### src/rtl/bdpc_pkg.sv
`default_nettype none
package bdpc_pkg;

  localparam int BDPC_TIME_BITS_DEF = 16;

  localparam int EV_W     = 2;
  localparam int LONG_W   = 16;
  localparam int DEB_W    = 8;
  localparam int ADDR_W   = 4;
  localparam int DATA_W   = 32;

  typedef logic [EV_W-1:0] event_t;

  localparam event_t EV_NONE  = 2'd0;
  localparam event_t EV_SHORT = 2'd1;
  localparam event_t EV_LONG  = 2'd2;

  // Register index, taken from paddr[3:2].
  typedef logic [1:0] reg_idx_t;
  localparam reg_idx_t REG_ENABLED  = 2'd0;
  localparam reg_idx_t REG_LONG_MS  = 2'd1;
  localparam reg_idx_t REG_DEBOUNCE = 2'd2;

  localparam logic              ENABLED_RST  = 1'b1;
  localparam logic [LONG_W-1:0] LONG_MS_RST  = 16'd1000;
  localparam logic [DEB_W-1:0]  DEBOUNCE_RST = 8'd50;

  typedef struct packed {
    logic              enabled;
    logic [LONG_W-1:0] long_press_ms;
    logic [DEB_W-1:0]  debounce_ms;
  } cfg_t;

endpackage
`default_nettype wire

### src/rtl/bdpc_cfg_regs.sv
`default_nettype none
module bdpc_cfg_regs (
  input  wire logic                        clk,
  input  wire logic                        rst_n,
  input  wire logic                        psel,
  input  wire logic                        penable,
  input  wire logic                        pwrite,
  input  wire logic [bdpc_pkg::ADDR_W-1:0] paddr,
  input  wire logic [bdpc_pkg::DATA_W-1:0] pwdata,
  output logic      [bdpc_pkg::DATA_W-1:0] prdata,
  output logic                             pready,
  output bdpc_pkg::cfg_t                   cfg
);
  import bdpc_pkg::*;

  cfg_t     cfg_r;
  cfg_t     cfg_nxt;
  logic     wr_en;
  reg_idx_t idx;

  assign pready = 1'b1;
  assign wr_en  = psel & penable & pwrite;
  assign idx    = paddr[3:2];
  assign cfg    = cfg_r;

  always_comb begin
    cfg_nxt = cfg_r;
    if (wr_en) begin
      unique case (idx)
        REG_ENABLED:  cfg_nxt.enabled       = pwdata[0];
        REG_LONG_MS:  cfg_nxt.long_press_ms = pwdata[LONG_W-1:0];
        REG_DEBOUNCE: cfg_nxt.debounce_ms   = pwdata[DEB_W-1:0];
        default:      cfg_nxt = cfg_r;
      endcase
    end
  end

  always_comb begin
    unique case (idx)
      REG_ENABLED:  prdata = {{(DATA_W-1){1'b0}}, cfg_r.enabled};
      REG_LONG_MS:  prdata = {{(DATA_W-LONG_W){1'b0}}, cfg_r.long_press_ms};
      REG_DEBOUNCE: prdata = {{(DATA_W-DEB_W){1'b0}}, cfg_r.debounce_ms};
      default:      prdata = '0;
    endcase
  end

  always_ff @(posedge clk) begin
    if (!rst_n) begin
      cfg_r.enabled       <= ENABLED_RST;
      cfg_r.long_press_ms <= LONG_MS_RST;
      cfg_r.debounce_ms   <= DEBOUNCE_RST;
    end else begin
      cfg_r <= cfg_nxt;
    end
  end

endmodule
`default_nettype wire

### src/rtl/bdpc_tracker.sv
`default_nettype none
module bdpc_tracker #(
  parameter int TIME_BITS = bdpc_pkg::BDPC_TIME_BITS_DEF
) (
  input  wire logic           clk,
  input  wire logic           rst_n,
  input  wire bdpc_pkg::cfg_t cfg,
  input  wire logic           tick,
  input  wire logic           pin_level,
  input  wire logic           take_event,
  output bdpc_pkg::event_t    result
);
  import bdpc_pkg::*;

  localparam int CMP_W = (TIME_BITS > LONG_W) ? TIME_BITS : LONG_W;
  localparam logic [TIME_BITS-1:0] HELD_MAX = {TIME_BITS{1'b1}};

  logic                 last_level_r, last_level_nxt;
  logic                 armed_r,      armed_nxt;
  logic [TIME_BITS-1:0] held_r,       held_nxt;
  logic [DEB_W-1:0]     ignore_r,     ignore_nxt;
  event_t               latched_r,    latched_nxt;

  logic [TIME_BITS-1:0] held_inc;
  logic                 is_long;
  event_t               ev_upd;

  // Held time counts every enabled tick while armed, saturating.
  assign held_inc = (armed_r && (held_r != HELD_MAX)) ?
                    held_r + {{(TIME_BITS-1){1'b0}}, 1'b1} : held_r;
  assign is_long  = (cfg.long_press_ms != '0) &&
                    (CMP_W'(held_inc) > CMP_W'(cfg.long_press_ms));

  always_comb begin
    last_level_nxt = last_level_r;
    armed_nxt      = armed_r;
    held_nxt       = held_r;
    ignore_nxt     = ignore_r;
    ev_upd         = latched_r;
    latched_nxt    = latched_r;
    result         = EV_NONE;
    if (tick && cfg.enabled) begin
      held_nxt = held_inc;
      if (ignore_r != '0) begin
        // Inside the window: skip sampling.
        ignore_nxt = ignore_r - 1'b1;
      end else begin
        if (!pin_level && !last_level_r) begin
          if (armed_r && is_long) begin
            ev_upd    = EV_LONG;
            armed_nxt = 1'b0;
          end
        end else if (!pin_level && last_level_r) begin
          armed_nxt  = 1'b1;
          held_nxt   = '0;
          ignore_nxt = (cfg.debounce_ms == '0) ? '0 : cfg.debounce_ms - 1'b1;
        end else if (pin_level && !last_level_r) begin
          if (armed_r) begin
            ev_upd = is_long ? EV_LONG : EV_SHORT;
          end
          armed_nxt = 1'b0;
        end
        last_level_nxt = pin_level;
      end
      latched_nxt = ev_upd;
      if (take_event) begin
        result      = ev_upd;
        latched_nxt = EV_NONE;
      end
    end
  end

  always_ff @(posedge clk) begin
    if (!rst_n) begin
      last_level_r <= 1'b1;
      armed_r      <= 1'b0;
      held_r       <= '0;
      ignore_r     <= '0;
      latched_r    <= EV_NONE;
    end else begin
      last_level_r <= last_level_nxt;
      armed_r      <= armed_nxt;
      held_r       <= held_nxt;
      ignore_r     <= ignore_nxt;
      latched_r    <= latched_nxt;
    end
  end

endmodule
`default_nettype wire

### src/rtl/bdpc_out_buf.sv
`default_nettype none
module bdpc_out_buf (
  input  wire logic             clk,
  input  wire logic             rst_n,
  input  wire logic             push,
  input  wire bdpc_pkg::event_t push_data,
  output logic                  can_push,
  output logic                  out_valid,
  input  wire logic             out_ready,
  output bdpc_pkg::event_t      out_data
);
  import bdpc_pkg::*;

  logic   head_vld_r, head_vld_nxt;
  logic   skid_vld_r, skid_vld_nxt;
  event_t head_r,     head_nxt;
  event_t skid_r,     skid_nxt;
  logic   pop;

  assign pop       = head_vld_r & out_ready;
  assign can_push  = ~skid_vld_r;
  assign out_valid = head_vld_r;
  assign out_data  = head_r;

  always_comb begin
    head_vld_nxt = head_vld_r;
    skid_vld_nxt = skid_vld_r;
    head_nxt     = head_r;
    skid_nxt     = skid_r;
    if (!head_vld_r) begin
      if (push) begin
        head_vld_nxt = 1'b1;
        head_nxt     = push_data;
      end
    end else if (pop) begin
      if (skid_vld_r) begin
        // Advance the skid word; refill it if a new word arrives.
        head_nxt     = skid_r;
        skid_vld_nxt = push;
        skid_nxt     = push_data;
      end else begin
        head_vld_nxt = push;
        head_nxt     = push_data;
      end
    end else if (push) begin
      skid_vld_nxt = 1'b1;
      skid_nxt     = push_data;
    end
  end

  always_ff @(posedge clk) begin
    if (!rst_n) begin
      head_vld_r <= 1'b0;
      skid_vld_r <= 1'b0;
    end else begin
      head_vld_r <= head_vld_nxt;
      skid_vld_r <= skid_vld_nxt;
    end
  end

  always_ff @(posedge clk) begin
    head_r <= head_nxt;
    skid_r <= skid_nxt;
  end

endmodule
`default_nettype wire

### src/rtl/button_debounce_press_classifier_core.sv
// Channel  Direction  Handshake                     Word
// in       input      in_valid / in_ready           in_pin_level, in_take_event (one tick)
// out      output     out_valid / out_ready         out_press_event
// cfg      input      psel/penable/pwrite, pready   cfg_paddr, cfg_pwdata, cfg_prdata
//
// One input word is taken per cycle while in_ready is high; its result word is registered into the output buffer.
// Press state updates in the accept cycle, so the tracker sets no rate limit.
// A two-word output buffer (head plus skid) holds results; in_ready drops only
// when both are full, so a stalled consumer stops input after two words.
// Reset (rst_n low, synchronous) restores register defaults and clears state.
`default_nettype none
module button_debounce_press_classifier_core #(
  parameter int TIME_BITS = bdpc_pkg::BDPC_TIME_BITS_DEF
) (
  input  wire logic                        clk,
  input  wire logic                        rst_n,
  // tick input
  input  wire logic                        in_valid,
  output logic                             in_ready,
  input  wire logic                        in_pin_level,
  input  wire logic                        in_take_event,
  // event output
  output logic                             out_valid,
  input  wire logic                        out_ready,
  output logic      [bdpc_pkg::EV_W-1:0]   out_press_event,
  // register port
  input  wire logic                        cfg_psel,
  input  wire logic                        cfg_penable,
  input  wire logic                        cfg_pwrite,
  input  wire logic [bdpc_pkg::ADDR_W-1:0] cfg_paddr,
  input  wire logic [bdpc_pkg::DATA_W-1:0] cfg_pwdata,
  output logic      [bdpc_pkg::DATA_W-1:0] cfg_prdata,
  output logic                             cfg_pready
);
  import bdpc_pkg::*;

  cfg_t   cfg;
  logic   tick;
  event_t result;
  event_t buf_data;
  logic   can_push;

  // A tick counts only when its word is accepted.
  assign in_ready        = can_push;
  assign tick            = in_valid & can_push;
  assign out_press_event = buf_data;

  bdpc_cfg_regs u_cfg (
    .clk     (clk),
    .rst_n   (rst_n),
    .psel    (cfg_psel),
    .penable (cfg_penable),
    .pwrite  (cfg_pwrite),
    .paddr   (cfg_paddr),
    .pwdata  (cfg_pwdata),
    .prdata  (cfg_prdata),
    .pready  (cfg_pready),
    .cfg     (cfg)
  );

  // Debounce, held-time count and short/long latch.
  bdpc_tracker #(
    .TIME_BITS (TIME_BITS)
  ) u_trk (
    .clk        (clk),
    .rst_n      (rst_n),
    .cfg        (cfg),
    .tick       (tick),
    .pin_level  (in_pin_level),
    .take_event (in_take_event),
    .result     (result)
  );

  // Hold result words until the consumer takes them.
  bdpc_out_buf u_obuf (
    .clk       (clk),
    .rst_n     (rst_n),
    .push      (tick),
    .push_data (result),
    .can_push  (can_push),
    .out_valid (out_valid),
    .out_ready (out_ready),
    .out_data  (buf_data)
  );

endmodule
`default_nettype wire

### config.mk
export PLATFORM = sky130hd
export DESIGN_NAME = button_debounce_press_classifier_core
export DESIGN_NICKNAME = d
export VERILOG_FILES = /design/src/rtl/bdpc_pkg.sv /design/src/rtl/bdpc_cfg_regs.sv /design/src/rtl/bdpc_tracker.sv /design/src/rtl/bdpc_out_buf.sv /design/src/rtl/button_debounce_press_classifier_core.sv
export SDC_FILE = /design/constraint.sdc
export NUM_CORES = 1
export LEC_CHECK = 0
export BUFFER_PORTS_ARGS = -buffer_cell sky130_fd_sc_hd__buf_2
export CAP_MARGIN = 20
export CORE_MARGIN = 4
export CORE_UTILIZATION = 45
export CTS_BUF_LIST = sky130_fd_sc_hd__clkbuf_16
export CTS_CLUSTER_SIZE = 25
export DETAILED_ROUTE_END_ITERATION = 6
export PLACE_DENSITY = 0.7
export SYNTH_ARGS = -nofsm -noshare
export SYNTH_HDL_FRONTEND = slang
export SYNTH_SLANG_ARGS = --single-unit
### constraint.sdc
create_clock -name clk -period 3.05 [get_ports clk]
set_clock_uncertainty 0.2 [all_clocks]
set_input_delay 0.4575 -clock clk [delete_from_list [all_inputs] [get_ports clk]]
set_output_delay 0.4575 -clock clk [all_outputs]
set_load 0.02 [all_outputs]
==> out/metrics.csv, run 1 <==
metric,value,unit
dieHeight,101,µm
grt_usage,23.9,%
cts_tree,built,
grt_pass1_vias,4100,
cts-root-buf,clkbuf_16,
postRouteAntennaNets,0,
synth_edf_count,4,
p_total,3.06,mW
peakVddDrop,0.373,mV
ys_ff_latch,59,
initial_utilization,47.2,%
highest_layer,met4,
grt_max_degree,36,
finalHoldViolCount,0,
p_int,1.95,mW
p_sw_share,36.2,%
layout-area-overhead-vs-synth,32.0,%
synth-compound-area-share,22.4,%
synth_area_leaders,"dfxtp_1, nand2_1, ha_1",
final_util,62.2,%
drtPass1Iterations,5,
p_leak,2.15,nW
synth_top_area_cell,dfxtp_1,
clock_power_share,35.8,%
holdCritPathClass,input pin to flop,
synthCells,495,
row_count,33,
cts-buffers-inserted,9,
cp_slowest_stage_delay,0.49,ns
end_kind,flop,
yosysWarnings,0,
grt-ovfl-total,0,
setup_ws,-0.327,ns
route.layer.met1.wl,5080,µm
first_iter_violations,304,
final_cell_mix,"nand2_1, buf_4, dfxtp_1",
slew_viol_final,0,
post_synth.cell_area_avg,7.95,µm²
min_period,3.38,ns
antenna_found_initial,0,
crit_family,compound AO/OA/AOI/OAI gates,
layout_commonest_cell,nand2_1,
synth.top_cell.area_share,28.0,%
routabilityCongestion,0.868,
yosysUniqueCellTypes,71,
crit_buf_inv,0,
clk_pin_slew_worst_paths,0.06,ns
powerDensity,590,mW/mm²
synth_area,0.00393,mm²
seqPwrFrac,30.2,%
yosys.area_share.simple,26.3,%
wire_per_inst,17.4,µm
violations,negative setup slack,
async_flop_share,0,%
power.switching,1.11,mW
die_area,0.0103,mm²
nets,653,
die_w,101,µm
drv_cap,0,
synth-xor-area-share,4.23,%
htreeDepth,3,
hpwl,8170,µm
rsz0062_at_grt,true,
tns,-1.66,ns
slew_headroom,50.3,%
drc,0,
layout-drive-gt1-share,29.8,%
fillCellCount,700,
stdcell_area,0.00519,mm²
synth_top_family_by_area,simple AND/OR/NAND/NOR gates,
dr_wl_met2,6030,µm
synthAdderAreaFrac,6.04,%
cp_common_cell,a21o_1,
clock_latency,0.33,ns
grt_pass1_wl,19600,µm
max_freq,0.296,GHz
final-setup-viol-count,7,
ys_seq_area_share,31.0,%
synth.area.mux_share,0.795,%
cts.path.max_buffers,2,
io_buffers,46,
ios,82,
status,"complete, but fails checks",
met3_length,785,µm
vias_per_cell,5.92,
synth_ff_type,dfxtp_1,
num_vias,4140,
tightest_slew,0.736,ns
core,0.00834,mm²
routed_wl,12200,µm
crit_fanout,7,
clock_sinks,59,
pwr-share-comb,33.9,%
post-route-period-util,111,%
cp_cell_sequence,ha_4 > and3_4 > nand3_4 > nand4b_1 > xnor2_1 > ha_1 > a21o_1 > a21o_1 > a2111o_1 > o311a_4 > o21a_1,
arrival,3.25,ns
cp_slowest_cell,a2111o_1,
hold_buffers,0,
placed_cell_area,0.00455,mm²
startpoint_type,flop,
path_class,flop to flop,
n_antenna_cell,0,
crit_required,2.93,ns
[worst register-to-register path, delay by kind of cell, from the launching register on]
family / cells / cell delay (ns)
AO/OA/AOI/OAI: 5 / 1.37
AND/OR/NAND/NOR: 3 / 0.52
XOR/XNOR: 1 / 0.24
adder cells (fa/ha/maj): 2 / 0.44
flip-flops: 1 / 0.35
[registers in the layout (all words and copies together) (netlist names)]
name,cells
u_trk.armed_r,1
u_obuf.skid_r,2
u_obuf.out_data,2
u_trk.latched_r,2
u_obuf.skid_vld_r,1
u_obuf.out_valid,1
u_trk.held_r,16
u_trk.ignore_r,8
u_cfg.cfg,25
u_trk.last_level_r,1
[Yosys cell counts, drive strengths merged (4+ instances only)]
cell / instances
a22o: 7
edfxtp: 4
nor4: 6
or3: 12
nand2: 77
a31oi: 10
buf: 25
nand3: 21
dfxtp: 55
inv: 26
o22ai: 5
a21oi: 34
o31ai: 9
xor2: 6
or4: 5
and2: 11
clkbuf: 20
ha: 19
nand2b: 4
nor3: 11
and3: 4
nor3b: 4
xnor2: 13
o21ai: 15
o211ai: 13
nand4: 13
nor2: 14
[layout make-up]
| cell class | instances | area (µm²) | area share [%] |
|---|---|---|---|
| sequential | 59 | 1230 | 23.7 |
| inverter | 26 | 97.6 | 1.88 |
| tap | 105 | 131 | 2.53 |
| timing repair buffer | 113 | 771 | 14.8 |
| clock inverter | 7 | 100 | 1.93 |
| multi-input combinational | 380 | 2640 | 50.8 |
| clock buffer | 9 | 225 | 4.34 |
[per-layer routing]
layer | up-vias | global-route usage (%)
met2 | 176 | 41.2
met3 | 33 | 5.03
li1 | 1964 | -
met4 | 0 | 9.20
met1 | 1967 | 29.0
met5 | - | 0
[logic make-up after synthesis]
| kind of cell | after synthesis |
|---|---|
| flops | 59 |
| other cells | 2 |
| buf+inv | 71 |
| compound gates | 125 |
| fa+ha+maj | 19 |
| mux | 3 |
| simple gates | 197 |
| xor+xnor | 19 |
[timing repair]
item / CTS / global route
buffers inserted: 21 / 2
pin swaps: 13 / 12
setup endpoints to repair: 7 / 8
endpoints found under the hold margin: 0 / 0
resized for setup: 24 / 12
[power groups by stage]
| stage | logic [mW] | clock network (mW) | registers, mW |
|---|---|---|---|
| floorplan | 0.822 | 0 | 0.926 |
| global placement | 0.965 | 0 | 0.932 |
| detailed placement | 0.984 | 0 | 0.935 |
| CTS | 1.01 | 1.11 | 0.922 |
| global route | 1.13 | 1.15 | 0.933 |
| finish | 1.04 | 1.10 | 0.925 |
[path summary, 6_finish.rpt]
check / startpoint / to / slack [ns] / depth (start not counted)
max: u_trk.held_r[0] / u_obuf.skid_r[1] / -0.33 / 11
min: cfg_pwdata[4] / u_cfg.cfg[4] / 0.15 / 3
max reg2reg: u_trk.held_r[0] / u_obuf.skid_r[1] / -0.33 / 11
min reg2reg: u_trk.latched_r[1] / u_trk.latched_r[1] / 0.30 / 2
[metrics by stage]
stage	cells	hold WS, ns	worst slack, ns
final	699	0.151	-0.327
after global routing	699	0.162	-0.412
after CTS	700	0.150	-0.248
after detailed placement	663	0.288	-0.408
after global placement	663	0.255	-0.317
after floorplan	510	0.245	-0.0290
No activity file was read; power rests on OpenSTA's default activity.
==> run 2: changes to the inputs <==
--- a/config.mk
+++ b/config.mk
@@ -7,12 +7,15 @@
 export LEC_CHECK = 0
 export BUFFER_PORTS_ARGS = -buffer_cell sky130_fd_sc_hd__buf_2
 export CAP_MARGIN = 20
+export CORE_ASPECT_RATIO = 2
 export CORE_MARGIN = 4
 export CORE_UTILIZATION = 45
 export CTS_BUF_LIST = sky130_fd_sc_hd__clkbuf_16
 export CTS_CLUSTER_SIZE = 25
 export DETAILED_ROUTE_END_ITERATION = 6
 export PLACE_DENSITY = 0.7
+export SLEW_MARGIN = 30
 export SYNTH_ARGS = -nofsm -noshare
 export SYNTH_HDL_FRONTEND = slang
+export SYNTH_HIERARCHICAL = 1
 export SYNTH_SLANG_ARGS = --single-unit
==> out/metrics.csv, run 2 <==
metric,value,unit,change
status,"complete, but fails checks",,unchanged
violations,negative setup slack,,unchanged
hp-start,cfg_pwdata[8],,was cfg_pwdata[4]
yosysWarnings,6,,was 0
reg2reg_slack,-0.68,ns,was -0.33 ns
final_util,58.3,%,was 62.2%
initial_utilization,46.1,%,was 47.2%
finalHoldViolCount,0,,unchanged
regArea,0.00123,mm²,about the same
peakVddDrop,0.573,mV,was 0.373 mV
clk_pin_slew_worst_paths,0.05,ns,was 0.06 ns
end_kind,flop,,unchanged
rsz0062_at_grt,true,,unchanged
htreeDepth,3,,unchanged
ios,82,,unchanged
first_iter_violations,221,,was 304
synthTopCellsByCount,"nand2_1, dfxtp_1, inv_1",,"was nand2_1, dfxtp_1, a21oi_1"
multi_input_area,0.00259,mm²,was 0.00264 mm²
synth.top_cell.area_share,27.6,%,was 28.0%
ys_seq_area_share,30.6,%,was 31.0%
die_area,0.0105,mm²,was 0.0103 mm²
setup_ws,-0.678,ns,was -0.327 ns
largest_register_ffs,25,,unchanged
clock_sinks,59,,unchanged
grt_usage,23.8,%,was 23.9%
hold_path_depth,3,,unchanged
io_buffers,46,,unchanged
synth_edf_count,4,,unchanged
synth_area_leaders,"dfxtp_1, ha_1, nand2_1",,"was dfxtp_1, nand2_1, ha_1"
crit_fanout,4,,was 7
slew_headroom,44.3,%,was 50.3%
grt_max_degree,68,,was 36
grt_pass1_wl,19400,µm,was 19600 µm
final-setup-viol-count,7,,unchanged
cts-buffers-inserted,9,,unchanged
holdCritPathClass,input pin to flop,,unchanged
hpwl,9010,µm,was 8170 µm
arrival,3.61,ns,was 3.25 ns
drc,0,,unchanged
dp_slack,-0.707,ns,was -0.408 ns
grt_pass1_vias,4167,,was 4100
crit_required,2.93,ns,about the same
post-route-period-util,122,%,was 111%
powerDensity,525,mW/mm²,was 590 mW/mm²
path_class,flop to flop,,unchanged
fin_worst_hold_slack,0.182,ns,was 0.151 ns
synth_area,0.00399,mm²,was 0.00393 mm²
min_period,3.73,ns,was 3.38 ns
final_cell_mix,"buf_4, nand2_1, dfxtp_1",,"was nand2_1, buf_4, dfxtp_1"
tightest_slew,0.835,ns,was 0.736 ns
layout-area-overhead-vs-synth,26.5,%,was 32.0%
hold_buffers,0,,unchanged
synth_ff_type,dfxtp_1,,unchanged
drv_cap,0,,unchanged
grt-ovfl-total,0,,unchanged
vias_per_cell,5.84,,was 5.92
postRouteAntennaNets,0,,unchanged
antenna_found_initial,0,,unchanged
dieHeight,141,µm,was 101 µm
drtPass1Iterations,6,,was 5
nets,648,,was 653
stdcell_area,0.00504,mm²,was 0.00519 mm²
r2r_end,u_obuf/out_data[0],,was u_obuf.skid_r[1]
synth_top_area_cell,dfxtp_1,,unchanged
p_leak,2.28,nW,was 2.15 nW
placed_cell_area,0.00462,mm²,was 0.00455 mm²
routabilityCongestion,0.963,,was 0.868
layout-drive-gt1-share,26.8,%,was 29.8%
post_synth.cell_area_avg,8.12,µm²,was 7.95 µm²
n_antenna_cell,0,,unchanged
num_vias,4027,,was 4140
ys_ff_latch,59,,unchanged
wire_per_inst,17.5,µm,was 17.4 µm
fillCellCount,783,,was 700
reg2reg_from,u_trk/held_r[1],,was u_trk.held_r[0]
clock_latency,0.33,ns,about the same
r2r_cells,13,,was 11
startpoint_type,flop,,unchanged
routed_wl,12000,µm,was 12200 µm
die_w,74.5,µm,was 101 µm
slew_viol_final,0,,unchanged
cts_tree,built,,unchanged
yosysUniqueCellTypes,69,,was 71
core,0.00865,mm²,was 0.00834 mm²
synthCells,491,,was 495
row_count,48,,was 33
cts-root-buf,clkbuf_16,,unchanged
yosys.cell_count.top_type,nand2_1,,unchanged
async_flop_share,0,%,unchanged
tns,-2.89,ns,was -1.66 ns
max_freq,0.268,GHz,was 0.296 GHz
cts.path.max_buffers,2,,unchanged
min_to,u_cfg/cfg[16],,was u_cfg.cfg[4]
-- run 2: changes by cell type in the layout (fill, tap and decap cells not counted), sizes merged, moves of 8 or more --
cell / change
a21boi: +8
nor2: +9
inv: +10
nand2: -19
buf: -8
mux2i: +16
a21oi: -9
o21ai: +12
-- run 2: what timing repair did --
action / in CTS / in global routing
pin swaps: 7 / 6
setup buffers: 6 / 1
setup endpoints to repair: 7 / 7
resized for setup: 17 / 10
-- run 2: layout make-up --
type,count,share of cell area [%]
multi-input cells,373,51.4
clock buffers,9,4.47
clock inverters,7,0.695
repair buffers,105,13.8
inverters,36,2.68
well taps,100,2.48
flip-flops and latches,59,24.5
-- run 2: how the worst max path moves through the flow --
stage | from | end | slack [ns] | cells after the start
final | u_trk/held_r[1] | u_obuf/out_data[0] | -0.68 | 13
after global routing | u_trk/held_r[3] | u_obuf/out_data[0] | -0.75 | 12
after CTS | u_trk/held_r[1] | u_obuf/out_data[0] | -0.63 | 13
after detailed placement | u_trk/held_r[1] | u_obuf/out_data[0] | -0.71 | 12
after global placement | u_trk/held_r[14] | u_obuf/out_data[0] | -0.58 | 12
after floorplan | u_trk/held_r[0] | u_obuf/out_data[0] | -0.44 | 12
-- run 2: stage by stage --
step | std cells | total power [mW]
finish | 689 | 2.65
global route | 689 | 2.79
CTS | 688 | 2.64
detailed placement | 667 | 1.75
global placement | 667 | 1.73
floorplan | 506 | 1.51
-- run 2: cells by family (layout without fill, tap and decap cells) --
family                     Yosys count  in the layout  share of synthesized area (%)
and+or+nand+nor                    180            180                           24.7
AOI/OAI and AO/OA                  118            118                           19.8
buffers and inverters               74            157                           9.32
DFF                                 59             59                           30.6
muxes                               21             21                           5.37
adders and majority gates           19             19                           5.97
xor gates and xnor gates            18             18                           3.96
other                                2             17                          0.188
-- run 2: worst max-delay path, cell delays in order (launching register included) --
cell     delay (ns)
dfxtp_4        0.36
ha_4           0.15
nand2_4        0.06
or3_4          0.35
o211a_1        0.27
xor2_1         0.16
ha_1           0.30
buf_4          0.12
a41o_1         0.19
a21oi_2        0.06
or4_4          0.44
a311o_1        0.37
nor3b_4        0.17
mux2_4         0.26
-- run 2: layer usage --
layer / track usage, % / part of all wire [%] / vias up
met5: 0 / 0 / -
met4: 16.6 / 6.7 / 0
met3: 3.21 / 4.3 / 55
met2: 43.8 / 55 / 169
met1: 22.9 / 34 / 1888
li1: - / - / 1915
-- run 2: power breakdown --
group | internal (mW) | switching (mW)
Sequential | 0.838 | 0.0718
Clock | 0.537 | 0.354
Combinational | 0.342 | 0.504
